--- config.mk ---
export PLATFORM = sky130hd
export DESIGN_NAME = prs80_cfg
export DESIGN_NICKNAME = d
export VERILOG_FILES = /design/src/rtl/prs80_pkg.sv /design/src/rtl/prs80_cfg.sv
export SDC_FILE = /design/constraint.sdc
export NUM_CORES = 1
export LEC_CHECK = 0
export ABC_CLOCK_PERIOD_IN_PS = 1300
export BUFFER_PORTS_ARGS = -buffer_cell sky130_fd_sc_hd__buf_2
export CAP_MARGIN = 5
export CELL_PAD_IN_SITES_DETAIL_PLACEMENT = 1
export CELL_PAD_IN_SITES_GLOBAL_PLACEMENT = 1
export CORE_MARGIN = 1
export CORE_UTILIZATION = 35
export CTS_BUF_LIST = sky130_fd_sc_hd__clkbuf_4 sky130_fd_sc_hd__clkbuf_8
export DETAILED_ROUTE_END_ITERATION = 6
export GPL_TIMING_DRIVEN = 0
export PLACE_DENSITY_LB_ADDON = 0.05
export SLEW_MARGIN = 20
export SYNTH_ARGS = -nofsm -noshare
export SYNTH_HDL_FRONTEND = slang
export SYNTH_SLANG_ARGS = --single-unit
--- constraint.sdc ---
create_clock -name i_clk -period 1.3 [get_ports i_clk]
set_clock_uncertainty 0.1 [all_clocks]
set_input_delay 0.13 -clock i_clk [delete_from_list [all_inputs] [get_ports i_clk]]
set_output_delay 0.13 -clock i_clk [all_outputs]
set_load 0.01 [all_outputs]
--- src/rtl/prs80_pkg.sv ---
// PRESENT-80 package: S-box, permutation layer and key schedule step.
// Used by the round stage, config registers and top level. No dependencies.
package prs80_pkg;

    localparam int PRS_ROUNDS    = 31;
    localparam int BLOCK_W       = 64;
    localparam int KEY_W         = 80;
    localparam int KEY_HI_W      = 16;
    localparam int RC_W          = 5;
    localparam int CFG_IDX_W     = 2;
    localparam int CFG_DATA_W    = 64;

    typedef logic [BLOCK_W-1:0]   t_block;
    typedef logic [KEY_W-1:0]     t_key;
    typedef logic [CFG_IDX_W-1:0] t_cfg_idx;
    typedef logic [RC_W-1:0]      t_rc;

    localparam t_cfg_idx REG_KEY_LOW  = 2'd0;
    localparam t_cfg_idx REG_KEY_HIGH = 2'd1;

    localparam logic [3:0] SBOX [16] = '{
        4'hC, 4'h5, 4'h6, 4'hB, 4'h9, 4'h0, 4'hA, 4'hD,
        4'h3, 4'hE, 4'hF, 4'h8, 4'h4, 4'h7, 4'h1, 4'h2
    };

    function automatic t_block sub_layer(input t_block s);
        t_block r;
        for (int n = 0; n < 16; n++) begin
            r[4*n +: 4] = SBOX[s[4*n +: 4]];
        end
        return r;
    endfunction

    function automatic t_block perm_layer(input t_block s);
        t_block r;
        for (int i = 0; i < BLOCK_W; i++) begin
            r[(i % 4) * 16 + (i / 4)] = s[i];
        end
        return r;
    endfunction

    function automatic t_block round_key(input t_key k);
        return k[KEY_W-1 -: BLOCK_W];
    endfunction

    function automatic t_key key_update(input t_key k, input t_rc rc);
        t_key n;
        n = {k[18:0], k[KEY_W-1:19]};
        n[79:76] = SBOX[n[79:76]];
        n[19:15] = n[19:15] ^ rc;
        return n;
    endfunction

endpackage

--- src/rtl/prs80_cfg.sv ---
// PRESENT-80 key registers written through the config port.
// Depends on prs80_pkg.
module prs80_cfg
    import prs80_pkg::*;
(
    input  logic                  i_clk,
    input  logic                  i_rst_n,
    input  logic                  i_cfg_we,
    input  t_cfg_idx              i_cfg_index,
    input  logic [CFG_DATA_W-1:0] i_cfg_data,
    output t_key                  o_key
);

    logic [63:0]         r_key_low;
    logic [KEY_HI_W-1:0] r_key_high;

    always_ff @(posedge i_clk) begin
        if (!i_rst_n) begin
            r_key_low  <= '0;
            r_key_high <= '0;
        end else if (i_cfg_we) begin
            if (i_cfg_index == REG_KEY_LOW) begin
                r_key_low <= i_cfg_data;
            end else if (i_cfg_index == REG_KEY_HIGH) begin
                r_key_high <= i_cfg_data[KEY_HI_W-1:0];
            end
        end
    end

    assign o_key = {r_key_high, r_key_low};

endmodule

==> metrics.txt, run 1 <==
Seq/Total Area, Yosys 50.2%; deepest clock path buffer count 2; FP Rows 34; Synth-to-Final Area Change 52.9%; Worst R2R Setup Slack 580 ps; top cells by count, synth nand2_1, dfxtp_1, mux2i_1; DP Area 4060 um^2; fin worst setup slack 230 ps; maximum vdd ir drop 0.488 mV; min cycle time layout 1070 ps; met2 routed WL 4860 um; n_diodes 0; post-DP HPWL 6330 um; number of post-CTS setup repair buffers 0; die width 97.5 um; CTS tree done; FF/Latch Area 1600 um^2; routed length on met1 4040 um; CP max-delay cell dfxtp_1; Starting Density 36.4%; WHS Endpoint r_key_low[63]; worst skew pair latency 340 ps; initial antenna violation count 0; leak pwr 2.36 nW; DR top layer met4; placed cell count 586; Synth async-reset ratio 0%; Crit. Startpoint r_key_low[35]; Iteration-0 DRC Markers 28; Final Util 55.7%; I/O pins 149; critical path capture point type primary output; worst reg-to-reg path cell count 2; CP Launch Type flip-flop; Synth cell types 10; root buffer cell clkbuf_8; WP data required 1070 ps; CTS Sinks 80; global-route wire length before repair 15400 um; hold crit path type in2reg; cell accounting for the most synthesized area dfxtp_1; RR Startpoint r_key_low[53]; top-count cell post-synth nand2_1; grt ovf 0; WL per Instance 14.2 um; die height 97.5 um; max-slew violation count 0; vias in the first global route 3184; Setup TNS Final 0 ps; status finished, final reports clean; CP max FO 2; core box area 8760 um^2; Final Cell Area 4880 um^2; RSZ-0062 raised after global routing false; multi-input logic area 1360 um^2; pwr/cell area 1020 nW/um^2; Total Wirelength 9480 um; pin count of the biggest net entering global routing 14; CP top delay family flip-flops; Hold Vio Cnt, Final 0; Post-synth EDFFs 0; routability cong. 0.736; GR Util All Layers 20.1%; drt first pass iters 4; Final ANT Viol Nets 0; largest cells by area after synthesis dfxtp_1, mux2i_1, nand2_1; worst-path cell chain buf_2; DRC 0; Max Fclk 934 MHz; H-tree depth 3; capture point of the worst reg-to-reg path r_key_low[53]; Post-Layout Cell Count 666; wire length on met3 456 um; Synth Area per Inst 9.65 um^2; syn nets 400; Syn Std Cell Area 3190 um^2; nets 622; full die area 9510 um^2; Buf+Inv Stages, Crit Path 1; slowest stage delay, CP 360 ps; Max-slew headroom 68.5%; TritonCTS Buffers 9; YS warnings 0; CP Class reg2out; IO buf count 147; min-delay src i_cfg_index[1]; Synth Flop Type dfxtp_1; Max-Cap Viols 0; synthesized flop and latch total 80; Slew @ Worst Pin 473 ps; clk slew on worst S/H paths 80 ps; pre-CTS setup slack 4.41 ps; share of cells above drive strength 1 33.2%; Final setup viols 0; hold_ws 171 ps; critical path arrival 840 ps; cell count of the worst hold path 4; drt via density 4.59; via count 3059; Fillers 1054; Period Utilization, post-route 82.3%; total power 4.99 mW; Yosys top cell area share 50.2%; synthesized instance count 331
==> tightest hold or removal path, stage by stage <==
cell,delay (ps)
buf_2,100
nor3b_2,50
buf_6,170
mux2i_1,130
==> layer usage <==
metal,track usage [%],vias up
li1,-,1508
met1,22.9,1461
met2,37.3,79
met3,3.88,11
met4,6.45,0
met5,0,-
==> what timing repair did <==
item | 4_1_cts | 5_1_grt
hold buffers | 64 | 0
resized for setup | 0 | 0
setup endpoints to repair | 0 | 0
hold endpoints to repair | 80 | 0
==> cell families after synthesis <==
kind of cell | after synthesis | synth area share [%]
AND/OR/NAND/NOR | 146 | 17.6
multiplexers | 80 | 25.1
flip-flops | 80 | 50.2
buffers and inverters | 25 | 7.21
==> registers in the layout (all words and copies together) (netlist names) <==
signal	cells
r_key_low	64
r_key_high	16
==> cells in the final DEF, fill, tap and decap left out, types with 3 or more instances in the layout <==
master         count
clkbuf_1           4
dlygate4sd3_1     64
buf_4              3
dfxtp_1           80
mux2i_1           80
clkbuf_8          10
nand2_1          144
buf_2            157
clkinvlp_4         3
buf_12             6
==> layout make-up <==
| class | instances | share of cell area (%) |
|---|---|---|
| Buffer | 25 | 4.72 |
| Clock buffer | 11 | 2.97 |
| Clock inverter | 5 | 0.666 |
| Multi-Input combinational cell | 226 | 27.9 |
| Sequential cell | 80 | 32.8 |
| Tap cell | 108 | 2.77 |
| Timing Repair Buffer | 211 | 28.2 |
==> how the worst max path moves through the flow <==
stage,end,cells after the start
2_1_floorplan,r_key_low[0],4
3_3_place_gp,r_key_low[0],5
3_5_place_dp,r_key_low[41],5
4_1_cts,o_key[20],1
5_1_grt,o_key[40],1
6_report,o_key[35],1
==> report_power, final <==
part	switching (mW)	internal, mW
sequential	0.0418	2.54
clock	0.915	0.761
combinational	0.337	0.396
No activity file was read; power rests on OpenSTA's default activity.
==> run 2: changes to the inputs <==
- ABC_CLOCK_PERIOD_IN_PS: 1300 -> 900
- CORE_UTILIZATION: 35 -> 31
- clock period: 1.3 -> 0.9 ns (I/O delays scaled with it)
==> run 2 against run 1 <==
Compared with the run above:
- the run now ends with negative setup slack left
- register-to-register slack got worse by 580 ps
- count of clock-buffer cells in the layout down 1
- via count grew 3.6%
- sequential power up 47%
- global-route usage increased by 0.17 points
- critical path type unchanged
- cell area is 20% higher
- final cell count rose by 6.8%
==> metrics.txt, run 2 (synthesized netlist as in run 1, its figures left out) <==
status finished, violations left (was finished, final reports clean); failing checks negative setup slack; hold_ws 134 ps (was 171 ps); CP max FO 2 (unchanged); slowest stage delay, CP 360 ps (about the same); routability cong. 0.668 (was 0.736); Final ANT Viol Nets 0 (unchanged); most frequent cells in the layout nand2_1, buf_6, dfxtp_2 (was buf_2, nand2_1, mux2i_1, dfxtp_1, dlygate4sd3_1); CTS Sinks 80 (unchanged); CP max-delay cell dfxtp_2 (was dfxtp_1); pin count of the biggest net entering global routing 14 (unchanged); leak pwr 2.64 nW (was 2.36 nW); min cycle time layout 1010 ps; I/O pins 149 (unchanged); max-slew violation count 0 (unchanged); worst-path cell chain buf_6 (was buf_2); TritonCTS Buffers 9 (unchanged); die height 103 um (was 97.5 um); Period Utilization, post-route 112%; Final setup viols 81 (was 0); initial antenna violation count 1 (was 0); H-tree depth 3 (unchanged); largest registers r_key_low: 64 flops, r_key_high: 16 flops (unchanged); fin worst setup slack -106 ps (was 230 ps); Final Util 59.6% (was 55.7%); commonest non-fill, non-tap cell in the layout nand2_1 (was buf_2); Max Fclk 994 MHz; CTS tree done (unchanged); met2 usage 36.8% (was 37.3%); Setup TNS Final -6610 ps (was 0 ps); critical path arrival 820 ps (was 840 ps); die width 103 um (was 97.5 um); worst skew pair latency 340 ps (about the same); core box area 9860 um^2 (was 8760 um^2); Max-Cap Viols 0 (unchanged); WL per Instance 16.1 um (was 14.2 um); max FFs per register 64 (unchanged); Gate power share 16.5% (was 14.7%); Starting Density 32.4% (was 36.4%); drt via density 4.46 (was 4.59); full die area 10700 um^2 (was 9510 um^2); critical path capture point type primary output (unchanged); post-DP HPWL 6450 um (was 6330 um); internal power 6.11 mW (was 3.69 mW); RSZ-0062 raised after global routing true (was false); share of cells above drive strength 1 50.1% (was 33.2%); total power 8.10 mW (was 4.99 mW); Max-slew headroom 70.5% (was 68.5%); Total Wirelength 11500 um (was 9480 um); clk slew on worst S/H paths 90 ps (was 80 ps); CP Launch Type flip-flop (unchanged); switch share 24.6% (was 25.9%); hold crit path type in2reg (unchanged); met3 Resource Use GR 4.64% (was 3.88%); grt ovf 0 (unchanged); Iteration-0 DRC Markers 32 (was 28); register with the most flip-flops r_key_low (unchanged); GRT busiest layer met2 (unchanged); GR Util All Layers 20.2% (was 20.1%); vias in the first global route 3279 (was 3184); Buf+Inv Stages, Crit Path 1 (unchanged); DRC 0 (unchanged); fraction of power consumed by sequential logic 46.6% (was 51.7%); pre-CTS setup slack -334 ps (was 4.41 ps); deepest clock path buffer count 2 (unchanged); M1 GR Usage 23.1% (was 22.9%); CP top delay family flip-flops (unchanged); NetSw 1.99 mW (was 1.29 mW); WP data required 710 ps (was 1070 ps); FP Rows 36 (was 34); root buffer cell clkbuf_8 (unchanged); maximum vdd ir drop 0.691 mV (was 0.488 mV); Clock Power Share 36.9% (was 33.6%); pwr/cell area 1380 nW/um^2 (was 1020 nW/um^2); via count 3168 (was 3059); drt first pass iters 4 (unchanged); Hold Vio Cnt, Final 0 (unchanged); global-route wire length before repair 16400 um (was 15400 um); CP Class reg2out (unchanged); Slew @ Worst Pin 443 ps (was 473 ps); nets 642 (was 622); Synth-to-Final Area Change 84.2% (was 52.9%); IO buf count 147 (unchanged)
## run 2: routing by layer
metal  up-vias  wire, um
li1       1553         -
met1      1513      4580
met2        88      6120
met3        14       612
met4         0       151
met5         -         0
## run 2: final timing paths
| kind | startpoint | to | slack [ps] | cells after the start |
|---|---|---|---|---|
| setup / recovery | r_key_high[6] | o_key[70] | -110 | 1 |
| hold / removal | i_cfg_index[0] | r_key_high[0] | 130 | 4 |
| setup reg to reg | r_key_high[6] | r_key_high[6] | 0 | 2 |
| hold reg to reg | r_key_low[24] | r_key_low[24] | 370 | 2 |
## run 2: cell type report
class | instances | area (um^2)
Fill cell | 1103 | 3980
Timing Repair Buffer | 231 | 2160
Sequential cell | 80 | 1700
Multi-Input combinational cell | 226 | 1390
Buffer | 25 | 240
Tap cell | 133 | 166
Clock buffer | 10 | 138
Clock inverter | 5 | 81.3
Antenna cell | 1 | 2.50
## run 2: timing repair
action,CTS,global route
buffers inserted,1,13
endpoints found under the setup margin,80,98
pin swaps,0,1
hold buffers,64,0
gates cloned,0,6
endpoints found under the hold margin,80,0
gates resized for setup,160,14
## run 2: power by group through the flow
stage                     Sequential, mW  Combinational (mW)  Clock [mW]
after detailed placement            3.80               0.852           0
after global routing                3.79                1.45        3.22
after floorplan                     3.86               0.407           0
after CTS                           3.77                1.21        3.05
after global placement              3.80               0.837           0
final                               3.78                1.34        2.99
## run 2: through the flow
stage / cell area, um^2 / cells
3_5_place_dp: 4100 / 611
3_3_place_gp: 4100 / 611
6_report: 5880 / 711
5_1_grt: 5880 / 711
4_1_cts: 5570 / 691
2_1_floorplan: 3200 / 331
