`src/rtl/prs80_pkg.sv`:
```
// PRESENT-80 package: S-box, permutation layer and key schedule step.
// Used by the round stage, config registers and top level. No dependencies.
package prs80_pkg;

    localparam int PRS_ROUNDS    = 31;
    localparam int BLOCK_W       = 64;
    localparam int KEY_W         = 80;
    localparam int KEY_HI_W      = 16;
    localparam int RC_W          = 5;
    localparam int CFG_IDX_W     = 2;
    localparam int CFG_DATA_W    = 64;

    typedef logic [BLOCK_W-1:0]   t_block;
    typedef logic [KEY_W-1:0]     t_key;
    typedef logic [CFG_IDX_W-1:0] t_cfg_idx;
    typedef logic [RC_W-1:0]      t_rc;

    localparam t_cfg_idx REG_KEY_LOW  = 2'd0;
    localparam t_cfg_idx REG_KEY_HIGH = 2'd1;

    localparam logic [3:0] SBOX [16] = '{
        4'hC, 4'h5, 4'h6, 4'hB, 4'h9, 4'h0, 4'hA, 4'hD,
        4'h3, 4'hE, 4'hF, 4'h8, 4'h4, 4'h7, 4'h1, 4'h2
    };

    function automatic t_block sub_layer(input t_block s);
        t_block r;
        for (int n = 0; n < 16; n++) begin
            r[4*n +: 4] = SBOX[s[4*n +: 4]];
        end
        return r;
    endfunction

    function automatic t_block perm_layer(input t_block s);
        t_block r;
        for (int i = 0; i < BLOCK_W; i++) begin
            r[(i % 4) * 16 + (i / 4)] = s[i];
        end
        return r;
    endfunction

    function automatic t_block round_key(input t_key k);
        return k[KEY_W-1 -: BLOCK_W];
    endfunction

    function automatic t_key key_update(input t_key k, input t_rc rc);
        t_key n;
        n = {k[18:0], k[KEY_W-1:19]};
        n[79:76] = SBOX[n[79:76]];
        n[19:15] = n[19:15] ^ rc;
        return n;
    endfunction

endpackage

```
`src/rtl/prs80_round.sv`:
```
// One PRESENT-80 round as a pipeline stage; key schedule travels with the data.
// Depends on prs80_pkg.
module prs80_round
    import prs80_pkg::*;
#(
    parameter t_rc RC = 5'd1
) (
    input  logic   i_clk,
    input  logic   i_rst_n,
    input  logic   i_valid,
    input  t_block i_state,
    input  t_key   i_key,
    output logic   o_valid,
    output t_block o_state,
    output t_key   o_key
);

    logic   r_valid;
    t_block r_state;
    t_key   r_key;
    t_block n_state;
    t_key   n_key;

    always_comb begin
        n_state = perm_layer(sub_layer(i_state ^ round_key(i_key)));
        n_key   = key_update(i_key, RC);
    end

    always_ff @(posedge i_clk) begin
        if (!i_rst_n) begin
            r_valid <= 1'b0;
        end else begin
            r_valid <= i_valid;
        end
    end

    always_ff @(posedge i_clk) begin
        r_state <= n_state;
        r_key   <= n_key;
    end

    assign o_valid = r_valid;
    assign o_state = r_state;
    assign o_key   = r_key;

endmodule

```
`config.mk`:
```
export PLATFORM = sky130hd
export DESIGN_NAME = prs80_round
export DESIGN_NICKNAME = d
export VERILOG_FILES = /design/src/rtl/prs80_pkg.sv /design/src/rtl/prs80_round.sv
export SDC_FILE = /design/constraint.sdc
export NUM_CORES = 1
export LEC_CHECK = 0
export BUFFER_PORTS_ARGS = -buffer_cell sky130_fd_sc_hd__buf_2
export CAP_MARGIN = 15
export CORE_UTILIZATION = 48
export CTS_BUF_LIST = sky130_fd_sc_hd__clkbuf_8
export CTS_CLUSTER_SIZE = 28
export DETAILED_ROUTE_END_ITERATION = 10
export GPL_TIMING_DRIVEN = 0
export PLACE_DENSITY = 0.85
export SLEW_MARGIN = 10
export SYNTH_ARGS = -nofsm -noshare
export SYNTH_HDL_FRONTEND = slang
export SYNTH_SLANG_ARGS = --single-unit
```
`constraint.sdc`:
```
create_clock -name i_clk -period 1.9 [get_ports i_clk]
set_input_delay 0.38 -clock i_clk [delete_from_list [all_inputs] [get_ports i_clk]]
set_output_delay 0.38 -clock i_clk [all_outputs]
set_load 0.01 [all_outputs]
```
==> results of run 1 <==
==> registers in the layout (all words and copies together) (netlist names) <==
| register | cells |
|---|---|
| o_state | 64 |
| o_key | 80 |
| o_valid | 1 |
==> per-layer routing <==
| layer | track usage | share of wire |
|---|---|---|
| met1 | 0.186 | 0.35 |
| met2 | 0.370 | 0.54 |
| met3 | 0.0805 | 0.082 |
| met4 | 0.0983 | 0.026 |
| met5 | 0 | 0 |
==> power groups by stage <==
| stage | Clock, W | Sequential, W | Combinational (W) |
|---|---|---|---|
| floorplan | 0 | 0.00387 | 0.00102 |
| global placement | 0 | 0.00361 | 0.00206 |
| detailed placement | 0 | 0.00363 | 0.00213 |
| CTS | 0.00256 | 0.00356 | 0.00214 |
| global route | 0.00271 | 0.00360 | 0.00234 |
| finish | 0.00249 | 0.00355 | 0.00212 |
==> cell families after synthesis <==
kind of cell	synth area share
xor gates and xnor gates	0.151
AOI/OAI and AO/OA	0.0581
adders and majority gates	0.106
and+or+nand+nor	0.0235
muxes	0.153
buffers and inverters	0.0439
DFF	0.465
==> repair_timing <==
item                       4_1_cts  5_1_grt
setup endpoints to repair        0        0
hold endpoints to repair         2        0
hold buffers                     2        0
==> metrics by stage <==
stage / setup WS, ps / power, W
floorplan: 211 / 0.00489
global placement: -12.0 / 0.00566
detailed placement: -39.8 / 0.00575
CTS: 437 / 0.00827
global route: 323 / 0.00865
finish: 447 / 0.00817
==> worst max path at each step <==
| stage | start | endpoint | depth (start not counted) |
|---|---|---|---|
| 3_3_place_gp | i_key[57] | o_state[42] | 5 |
| 5_1_grt | i_key[57] | o_state[42] | 5 |
| 2_1_floorplan | i_key[17] | o_state[32] | 5 |
| 4_1_cts | i_key[57] | o_state[42] | 5 |
| 6_report | i_key[21] | o_state[1] | 6 |
| 3_5_place_dp | i_key[57] | o_state[42] | 5 |
==> critical path, delay by kind of cell <==
family | cells | cell delay (ps)
xor+xnor | 1 | 380
mux | 2 | 520
fa+ha+maj | 1 | 310
buf+inv | 2 | 200
==> area by class of cell <==
class / instances / area, um^2 / area share
multi-input cells: 280 / 3070 / 0.368
flip-flops and latches: 145 / 2900 / 0.348
repair buffers: 291 / 1470 / 0.176
inverters: 68 / 255 / 0.0306
clock buffers: 18 / 248 / 0.0297
well taps: 172 / 215 / 0.0258
clock inverters: 14 / 164 / 0.0197
plain buffers: 2 / 18.8 / 0.00225
diodes: 1 / 2.50 / 0.000300
==> layout by cell type, fill, tap and decap left out, drive strengths merged, types with 4 or more instances in the layout <==
cell type  Yosys  layout
o21ai         17      17
mux4          21      21
buf            2     291
o211ai        10      10
o221a         11      11
mux2i         40      40
xor2          34      34
clkbuf         0      18
mux2           5       5
nor3           6       6
dfxtp        145     145
nand2          4       4
ha            53      53
clkinvlp       0       4
xnor2         50      50
inv           68      72
nand3         11      11
==> reports/qor.tcl, run 1 <==
set qor(synth.yosys.seq_area_share) 0.465
set qor(grt_first_pass_wirelength_mm) 20.2
set qor(number_of_enable_flip_flop_cells_after_synthesis) 0
set qor(first_global_vias) 4565
set qor(fraction_of_final_layout_cells_with_drive_strength_greater_than_1) 0.456
set qor(internal_power_w) 0.00580
set qor(netSwitchingFraction) 0.290
set qor(cell_area_synth_um2) 6240
set qor(totalWireLength_mm) 13.2
set qor(finalWorstPathRequiredPeriod_ps) 1450
set qor(synth_seq_cells) 145
set qor(max_frequency_ghz) 0.688
set qor(hold_start) {i_key[8]}
set qor(floorplan.die.height_um) 116
set qor(path_common_cell) {mux2_2}
set qor(cts_tree) {done}
set qor(max-cap-violations) 0
set qor(post-route-drc-count) 0
set qor(comb_power_share) 0.260
set qor(maximum_single_stage_delay_on_the_critical_path_ps) 380
set qor(finish.net_count) 1005
set qor(number_of_nets_produced_by_synthesis) 695
set qor(setup_tns_ps) 0
set qor(post_layout_nonfiller_instances) 991
set qor(timing_worst_setup_path_type) {in2reg}
set qor(synth_top_cells_by_area) {dfxtp_1, ha_1, mux2i_1, xnor2_1, mux4_2}
set qor(worstPathCellList) {buf_2 > xnor2_1 > inv_1 > ha_1 > mux2_2 > mux2_2}
set qor(timing.critical_path.required_ps) 2240
set qor(synth.top_cell.area_share) 0.465
set qor(synth_warnings) 0
set qor(post-route-cell-area_um2) 8340
set qor(fp.dieArea_um2) 13500
set qor(floorplan.initialDensity) 0.493
set qor(routed-via-count) 4687
set qor(clk_path_buf_depth) 2
set qor(design.core.area_um2) 12700
set qor(numPortBuffers) 289
set qor(fin_hold_ws_ps) 29.4
set qor(final-hold-violation-count) 0
set qor(outcome) {completed}
set qor(die_w_um) 116
set qor(holdPathStages) 1
set qor(min_to) {o_key[69]}
set qor(wire_per_inst_um) 13.3
set qor(row_count) 41
set qor(numCtsBuffers) 17
set qor(synthDominantAreaCellType) {dfxtp_1}
set qor(area_growth_syn_to_layout_pct) 33.6
set qor(postSynth.asyncResetShare) 0
set qor(syn_inst) 495
set qor(worstPathMaxFanout) 5
set qor(report.final.slew_viol_count) 0
set qor(power_leakage_nw) 4.15
set qor(fin_util) 0.658
set qor(synth_top_flop_cell) {dfxtp_1}
set qor(end_kind) {flop}
set qor(placedInstanceArea_um2) 7910
set qor(drtPass1Iterations) 4
set qor(netlist_top_cells_count) {dfxtp_1, inv_1, ha_1}
set qor(hold_path.class) {in2reg}
set qor(pwr-share-seq) 0.435
set qor(global_route.overflow_total) 0
set qor(ys_types) 37
set qor(dp_cells) 956
set qor(rsz0062_at_grt) {false}
set qor(number_of_h_tree_levels) 4
set qor(finalSetupViolCount) 0
set qor(groute.usage.overall) 0.198
set qor(layout.filler_cells) 976
set qor(antenna_violating_nets_post_route) 0
set qor(timing.critical_path.arrival_ps) 1790
set qor(total_setup_buffers_inserted_after_cts) 0
set qor(slowest_cp_cell) {xnor2_1}
set qor(tightest_slew_ps) 669
set qor(first_iter_violations) 172
set qor(post_synth.cell_area_avg_um2) 12.6
set qor(tritoncts_num_sinks) 145
set qor(ir_worst_vdd_mv) 0.685
set qor(total_of_cells_resized_after_clock_tree_synthesis) 0
set qor(clockPowerShare) 0.305
set qor(grt_start_max_net_pins) 17
set qor(hpwlAfterDp_mm) 10.6
set qor(cts.reportedPaths.clkPinSlew_ps) 80
set qor(cts_root_buffer) {clkbuf_8}
set qor(final_cycle_share) 0.765
set qor(antenna_found_initial) 1
set qor(num_io_pins) 292
set qor(total_power_density_per_cell_area_nw_per_um2) 980
set qor(worst_setup_sp_type) {input pin}
set qor(gp_routability_congestion) 0.780
set qor(synth.most_common_cell) {dfxtp_1}
set qor(vias_per_cell) 4.73
set qor(power.net_switching_w) 0.00237
set qor(slew-limit-headroom) 0.551
Power figures use the tool's default switching activity.
==> run 2, diff against run 1 <==
Settings changed: ABC_AREA from default to 1, CORE_UTILIZATION 48 to 50, PLACE_DENSITY 0.85 to 0.86.
Clock period 1.9 ns to 1.47 ns, I/O delays scaled along.
==> run 2 against run 1 <==
  * Routed wire length rose by 45%
  * Clock power up 34%
  * Design area increased by 21%
  * Worst hold slack better by 44 ps
  * Setup slack lost 420 ps
  * Combinational power increased by 28%
  * Synthesized cell count increased by 120%
  * Global-route usage increased by 5.8 points
  * Power rose by 29%
  * Clock-buffer cell count rose by 1
  * Area after synthesis is 14% higher
  * Critical endpoint is now o_state[12]
  * Largest cell class unchanged
==> reports/qor.tcl, run 2 <==
set qor(synth.yosys.seq_area_share) 0.407 ;# -0.0581
set qor(netlist_top_cells_count) {nand2_1, inv_1, dfxtp_1}
set qor(synth_top_cells_by_area) {dfxtp_1, nand2_1, inv_1, ha_1, nand3_1}
set qor(syn_inst) 1066 ;# +120%
set qor(holdPathStages) 2 ;# +1
set qor(grt_start_max_net_pins) 17 ;# unchanged
set qor(synth_seq_cells) 145 ;# unchanged
set qor(ir_worst_vdd_mv) 0.614 ;# -10%
set qor(max-cap-violations) 0 ;# unchanged
set qor(finalSetupViolCount) 0 ;# unchanged
set qor(total_power_density_per_cell_area_nw_per_um2) 1040 ;# +6.5%
set qor(end_kind) {flop}
set qor(cts_root_buffer) {clkbuf_8}
set qor(area_growth_syn_to_layout_pct) 41.5
set qor(global_route.overflow_total) 0 ;# unchanged
set qor(clk_path_buf_depth) 2 ;# unchanged
set qor(number_of_h_tree_levels) 4 ;# unchanged
set qor(number_of_enable_flip_flop_cells_after_synthesis) 0 ;# unchanged
set qor(groute.usage.overall) 0.256 ;# +0.0582
set qor(cell_area_synth_um2) 7130 ;# +14%
set qor(layout.cells.most_common) {nand2_1}
set qor(synth.top_cell.area_share) 0.407 ;# -0.0581
set qor(post_layout_nonfiller_instances) 1645 ;# +66%
set qor(antenna_found_initial) 2 ;# +1
set qor(first_iter_violations) 346 ;# +100%
set qor(num_io_pins) 292 ;# unchanged
set qor(tritoncts_num_sinks) 145 ;# unchanged
set qor(finish.net_count) 1651 ;# +64%
set qor(fin_hold_ws_ps) 73.6 ;# +44.2 ps
set qor(pwr-share-seq) 0.424 ;# -0.011
set qor(fraction_of_final_layout_cells_with_drive_strength_greater_than_1) 0.249 ;# -0.207
set qor(power_leakage_nw) 6.14 ;# +48%
set qor(comb_power_share) 0.259 ;# about the same
set qor(layout.filler_cells) 1032 ;# +5.7%
set qor(netSwitchingFraction) 0.311 ;# +0.0207
set qor(finalWorstPathRequiredPeriod_ps) 1440
set qor(hold_path.class) {in2reg}
set qor(totalWireLength_mm) 19.2 ;# +45%
set qor(synth_top_flop_cell) {dfxtp_1}
set qor(tightest_slew_ps) 522 ;# -147 ps
set qor(postSynth.asyncResetShare) 0 ;# unchanged
set qor(grt_first_pass_wirelength_mm) 30.0 ;# +49%
set qor(vias_per_cell) 4.65 ;# -1.6%
set qor(antenna_violating_nets_post_route) 0 ;# unchanged
set qor(clockPowerShare) 0.318 ;# +0.013
set qor(fin_util) 0.727 ;# +0.0691
set qor(cts_tree) {done}
set qor(internal_power_w) 0.00726 ;# +25%
set qor(cts.reportedPaths.clkPinSlew_ps) 80 ;# about the same
set qor(numCtsBuffers) 17 ;# unchanged
set qor(slew-limit-headroom) 0.650 ;# +0.0988
set qor(power.net_switching_w) 0.00327 ;# +38%
set qor(most-common-layout-cells) {nand2_1, buf_2, inv_1, dfxtp_1, dlygate4sd3_1}
set qor(number_of_nets_produced_by_synthesis) 1266 ;# +82%
set qor(largest_reg_flops) 80 ;# unchanged
set qor(design.core.area_um2) 13900 ;# +9.5%
set qor(timing_worst_setup_path_type) {in2reg}
set qor(worst_setup_sp_type) {input pin}
set qor(timing.critical_path.required_ps) 1820 ;# -420 ps
set qor(first_global_vias) 7197 ;# +58%
set qor(timing.critical_path.arrival_ps) 1780 ;# about the same
set qor(synth_warnings) 0 ;# unchanged
set qor(ys_types) 18 ;# -51%
set qor(max_frequency_ghz) 0.695
set qor(final_cycle_share) 0.979
set qor(final-hold-violation-count) 0 ;# unchanged
set qor(gp_routability_congestion) 0.889 ;# +14%
set qor(floorplan.initialDensity) 0.514 ;# +0.0212
set qor(numPortBuffers) 290 ;# +0.35%
set qor(floorplan.die.height_um) 121 ;# +4.7%
set qor(outcome) {completed}
set qor(drtPass1Iterations) 5 ;# +1
set qor(post_synth.cell_area_avg_um2) 6.69 ;# -47%
set qor(synthDominantAreaCellType) {dfxtp_1}
set qor(post-route-drc-count) 0 ;# unchanged
set qor(synth.most_common_cell) {nand2_1}
set qor(fp.dieArea_um2) 14800 ;# +9.5%
set qor(row_count) 43 ;# +4.9%
set qor(wire_per_inst_um) 11.7 ;# -13%
set qor(routed-via-count) 7657 ;# +63%
set qor(dp_cells) 1536 ;# +61%
set qor(report.final.slew_viol_count) 0 ;# unchanged
set qor(die_w_um) 121 ;# +4.7%
set qor(hpwlAfterDp_mm) 13.1 ;# +23%
set qor(worstPathMaxFanout) 6 ;# +1
-- run 2: cell types whose count changed after synthesis, moves of 11 or more --
| cell | before | now |
|---|---|---|
| xor2_1 | 22 | 0 |
| nand3_1 | 11 | 71 |
| xor2_2 | 11 | 0 |
| inv_1 | 67 | 178 |
| mux4_2 | 15 | 0 |
| o21ai_0 | 17 | 5 |
| nand2_1 | 4 | 521 |
| mux2i_1 | 40 | 0 |
| xnor2_1 | 42 | 8 |
| nor2_1 | 2 | 59 |
-- run 2: logic make-up after synthesis --
family	after synthesis	share of synthesized area
xor+xnor	18	0.0326
flops	145	0.407
buf+inv	181	0.0963
compound gates	10	0.00789
simple gates	659	0.363
fa+ha+maj	53	0.0930
-- run 2: metal layers --
layer | part of all wire | routed length [um] | global-route usage | vias up
met5 | 0 | 0 | 0 | -
met4 | 0.032 | 619 | 0.116 | 0
met3 | 0.077 | 1470 | 0.0794 | 65
met2 | 0.52 | 9940 | 0.491 | 287
met1 | 0.37 | 7130 | 0.247 | 3375
li1 | - | - | - | 3930
-- run 2: through the flow --
| step | worst slack [ps] | setup TNS [ps] | power (W) | area [um^2] |
|---|---|---|---|---|
| after global routing | -6.08 | -6.08 | 0.0112 | 10100 |
| final | 31.3 | 0 | 0.0105 | 10100 |
| after global placement | -33.4 | -93.3 | 0.00694 | 8810 |
| after floorplan | 224 | 0 | 0.00605 | 7130 |
| after CTS | 11.0 | 0 | 0.0105 | 9970 |
| after detailed placement | -56.9 | -558 | 0.00702 | 8810 |
-- run 2: final timing paths --
path / slack (ps) / endpoint / start
max: 30 / o_state[12] / i_key[64]
min: 70 / o_key[15] / i_key[34]
-- run 2: area by class of cell --
class / count / area, um^2 / area share
Clock buffer: 19 / 262 / 0.0259
Timing Repair Buffer: 366 / 2220 / 0.220
Buffer: 1 / 11.3 / 0.00112
Multi-Input combinational cell: 740 / 3640 / 0.360
Tap cell: 180 / 225 / 0.0223
Inverter: 180 / 676 / 0.0669
Sequential cell: 145 / 2900 / 0.288
Antenna cell: 2 / 5.00 / 0.000496
Clock inverter: 12 / 159 / 0.0157
-- run 2: power groups by stage --
stage / Clock, W / Combinational [W] / Sequential, W
6_report: 0.00334 / 0.00272 / 0.00446
3_3_place_gp: 0 / 0.00240 / 0.00454
5_1_grt: 0.00360 / 0.00306 / 0.00450
2_1_floorplan: 0 / 0.00125 / 0.00480
3_5_place_dp: 0 / 0.00247 / 0.00455
4_1_cts: 0.00340 / 0.00265 / 0.00446
-- run 2: critical path: stages --
cell and delay (ps):
dlygate4sd3_1 520, buf_2 120, inv_1 50, nand2_1 80, nand2_2 110, ha_1 300, inv_1 70, nand2_1 70
nand3_1 110, nand2_1 50
-- run 2: what timing repair did --
action	4_1_cts	5_1_grt
resized for setup	0	30
endpoints found under the hold margin	74	1
endpoints found under the setup margin	0	30
hold buffers	74	1
setup buffers	0	2
==> run 3, diff against run 2 <==
Settings changed: CORE_UTILIZATION 50 to 45, CTS_CLUSTER_SIZE 28 to 25, PLACE_DENSITY 0.86 to 0.78.
==> run 3 against run 2 <==
  * The run now ends with setup timing left
  * Die area is 11% higher
  * Sequential cell count did not move
  * Via count fell by 2.6%
  * Clock-buffer cell count increased by 1
==> reports/qor.tcl, run 3 (synthesis results as in run 2) <==
set qor(outcome) {complete, but fails checks}
set qor(failed_checks) {setup timing}
set qor(total_power_density_per_cell_area_nw_per_um2) 1040 ;# -0.65%
set qor(path_common_cell) {nand2_1}
set qor(largest_reg_flops) 80 ;# unchanged
set qor(max_frequency_ghz) 0.679 ;# -2.3%
set qor(hold_path.class) {in2reg}
set qor(final-hold-violation-count) 0 ;# unchanged
set qor(first_global_vias) 6703 ;# -6.9%
set qor(cts.reportedPaths.clkPinSlew_ps) 80 ;# about the same
set qor(grt_start_max_net_pins) 17 ;# unchanged
set qor(clk_path_buf_depth) 2 ;# unchanged
set qor(worst_setup_sp_type) {input pin}
set qor(numPortBuffers) 290 ;# unchanged
set qor(fraction_of_final_layout_cells_with_drive_strength_greater_than_1) 0.251 ;# +0.00222
set qor(timing.critical_path.arrival_ps) 1860 ;# +80 ps
set qor(floorplan.initialDensity) 0.466 ;# -0.0481
set qor(path_buf_inv) 4 ;# unchanged
set qor(vias_per_cell) 4.44 ;# -4.5%
set qor(antenna_violating_nets_post_route) 0 ;# unchanged
set qor(layout.cells.most_common) {nand2_1}
set qor(min_to) {o_valid}
set qor(layout.filler_cells) 1286 ;# +25%
set qor(numCtsBuffers) 17 ;# unchanged
set qor(gp_routability_congestion) 0.884 ;# -0.64%
set qor(worstPathCellList) {dlygate4sd3_1 > buf_2 > inv_1 > nand2_1 > nand2_2 > buf_12 > ha_4 > nand2_1 > nand2_1 > nand2_1 > nand2_1}
set qor(power_after_layout_w) 0.0106 ;# +0.34%
set qor(ir_worst_vdd_mv) 0.619 ;# +0.93%
set qor(tritoncts_num_sinks) 145 ;# unchanged
set qor(first_iter_violations) 239 ;# -31%
set qor(finalWorstPathRequiredPeriod_ps) 1470 ;# +34.3 ps
set qor(slowest_cp_cell) {dlygate4sd3_1}
set qor(tightest_slew_ps) 527 ;# +5.19 ps
set qor(row_count) 45 ;# +4.7%
set qor(final_cycle_share) 1.00 ;# +0.0234
set qor(timing_worst_setup_path_type) {in2reg}
set qor(number_of_h_tree_levels) 4 ;# unchanged
set qor(totalWireLength_mm) 17.9 ;# -6.6%
set qor(fin_hold_ws_ps) 30.8 ;# -42.8 ps
set qor(holdPathStages) 3 ;# +1
set qor(end_kind) {flop}
set qor(finalSetupViolCount) 1 ;# +1
set qor(floorplan.die.height_um) 128 ;# +5.3%
set qor(die_w_um) 128 ;# +5.3%
set qor(hold_start) {i_rst_n}
set qor(dp_slack_ps) -43.8 ;# +13.1 ps
set qor(hpwlAfterDp_mm) 12.9 ;# -1.1%
set qor(critical_path.top_delay_family) {buffers and inverters}
set qor(slew-limit-headroom) 0.646 ;# -0.00349
set qor(global_route.overflow_total) 0 ;# unchanged
set qor(maximum_single_stage_delay_on_the_critical_path_ps) 540 ;# +20 ps
set qor(cts_root_buffer) {clkbuf_8}
set qor(fp.dieArea_um2) 16400 ;# +11%
set qor(finish.net_count) 1653 ;# +0.12%
set qor(drtPass1Iterations) 5 ;# unchanged
set qor(max-cap-violations) 0 ;# unchanged
set qor(timing.critical_path.required_ps) 1860 ;# +40 ps
set qor(most-common-layout-cells) {nand2_1, buf_2, inv_1, dfxtp_1, dlygate4sd3_1}
set qor(worst_slack_ps) -3.08 ;# -34.3 ps
set qor(power_leakage_nw) 6.16 ;# +0.32%
set qor(design.core.area_um2) 15300 ;# +10%
set qor(post-route-drc-count) 0 ;# unchanged
set qor(wire_per_inst_um) 10.7 ;# -8.4%
set qor(report.final.slew_viol_count) 0 ;# unchanged
set qor(area_growth_syn_to_layout_pct) 42.9
set qor(worstPathMaxFanout) 4 ;# -2
set qor(num_io_pins) 292 ;# unchanged
set qor(routed-via-count) 7458 ;# -2.6%
set qor(grt_first_pass_wirelength_mm) 28.0 ;# -6.8%
set qor(cts_tree) {done}
set qor(antenna_found_initial) 1 ;# -1
set qor(groute.usage.overall) 0.215 ;# -0.0418
[run 3: cell count changes in the layout (fill, tap and decap cells not counted), sizes merged]
cell / before / now
clkinv: 6 / 4
clkbuf: 19 / 20
buf: 292 / 293
diode: 2 / 1
clkinvlp: 2 / 4
dlygate4sd3: 75 / 76
[run 3: worst max-delay path by stage]
stage | endpoint | startpoint | cells after the start | slack, ps
2_1_floorplan | o_state[54] | i_state[25] | 9 | 220
3_3_place_gp | o_state[4] | i_state[16] | 9 | -30
3_5_place_dp | o_state[4] | i_state[16] | 9 | -40
4_1_cts | o_state[3] | i_key[29] | 11 | 40
5_1_grt | o_state[8] | i_key[48] | 10 | -30
6_report | o_state[8] | i_key[48] | 11 | -3
[run 3: layout make-up]
type / instances / area (um^2) / share of cell area
inverters: 180 / 676 / 0.0663
multi-input cells: 740 / 3660 / 0.359
clock buffers: 20 / 275 / 0.0270
well taps: 211 / 264 / 0.0259
flip-flops and latches: 145 / 2900 / 0.285
plain buffers: 1 / 11.3 / 0.00110
clock inverters: 12 / 156 / 0.0153
repair buffers: 368 / 2250 / 0.220
diodes: 1 / 2.50 / 0.000245
[run 3: stage by stage]
step / utilization / setup TNS, ps / cell area, um^2 / instances
2_1_floorplan: - / 0 / 7130 / 1066
6_report: 0.666 / -3.08 / 10200 / 1678
4_1_cts: 0.656 / 0 / 10000 / 1675
3_3_place_gp: 0.578 / -105 / 8850 / 1567
5_1_grt: 0.666 / -63.9 / 10200 / 1677
3_5_place_dp: 0.578 / -440 / 8850 / 1567
[run 3: report_power, final]
group	internal [W]	switching, W
clock	0.00182	0.00158
sequential	0.00436	0.0000971
combinational	0.00114	0.00157
total	0.00732	0.00325
[run 3: metal layers]
metal  global-route usage  routed length, um  vias to the layer above
met4                0.112                537                        0
met2                0.395               9030                      247
li1                     -                  -                     3941
met5                    0                  0                        -
met3               0.0563               1160                       41
met1                0.223               7180                     3229
[run 3: repair_timing]
action,CTS,global route
setup endpoints to repair,0,36
resized for setup,0,32
hold buffers,76,0
buffers inserted,0,3
endpoints found under the hold margin,76,0
[run 3: tightest hold or removal path: stages]
cell,delay [ps]
buf_2,70
nand2_1,40
inv_1,40
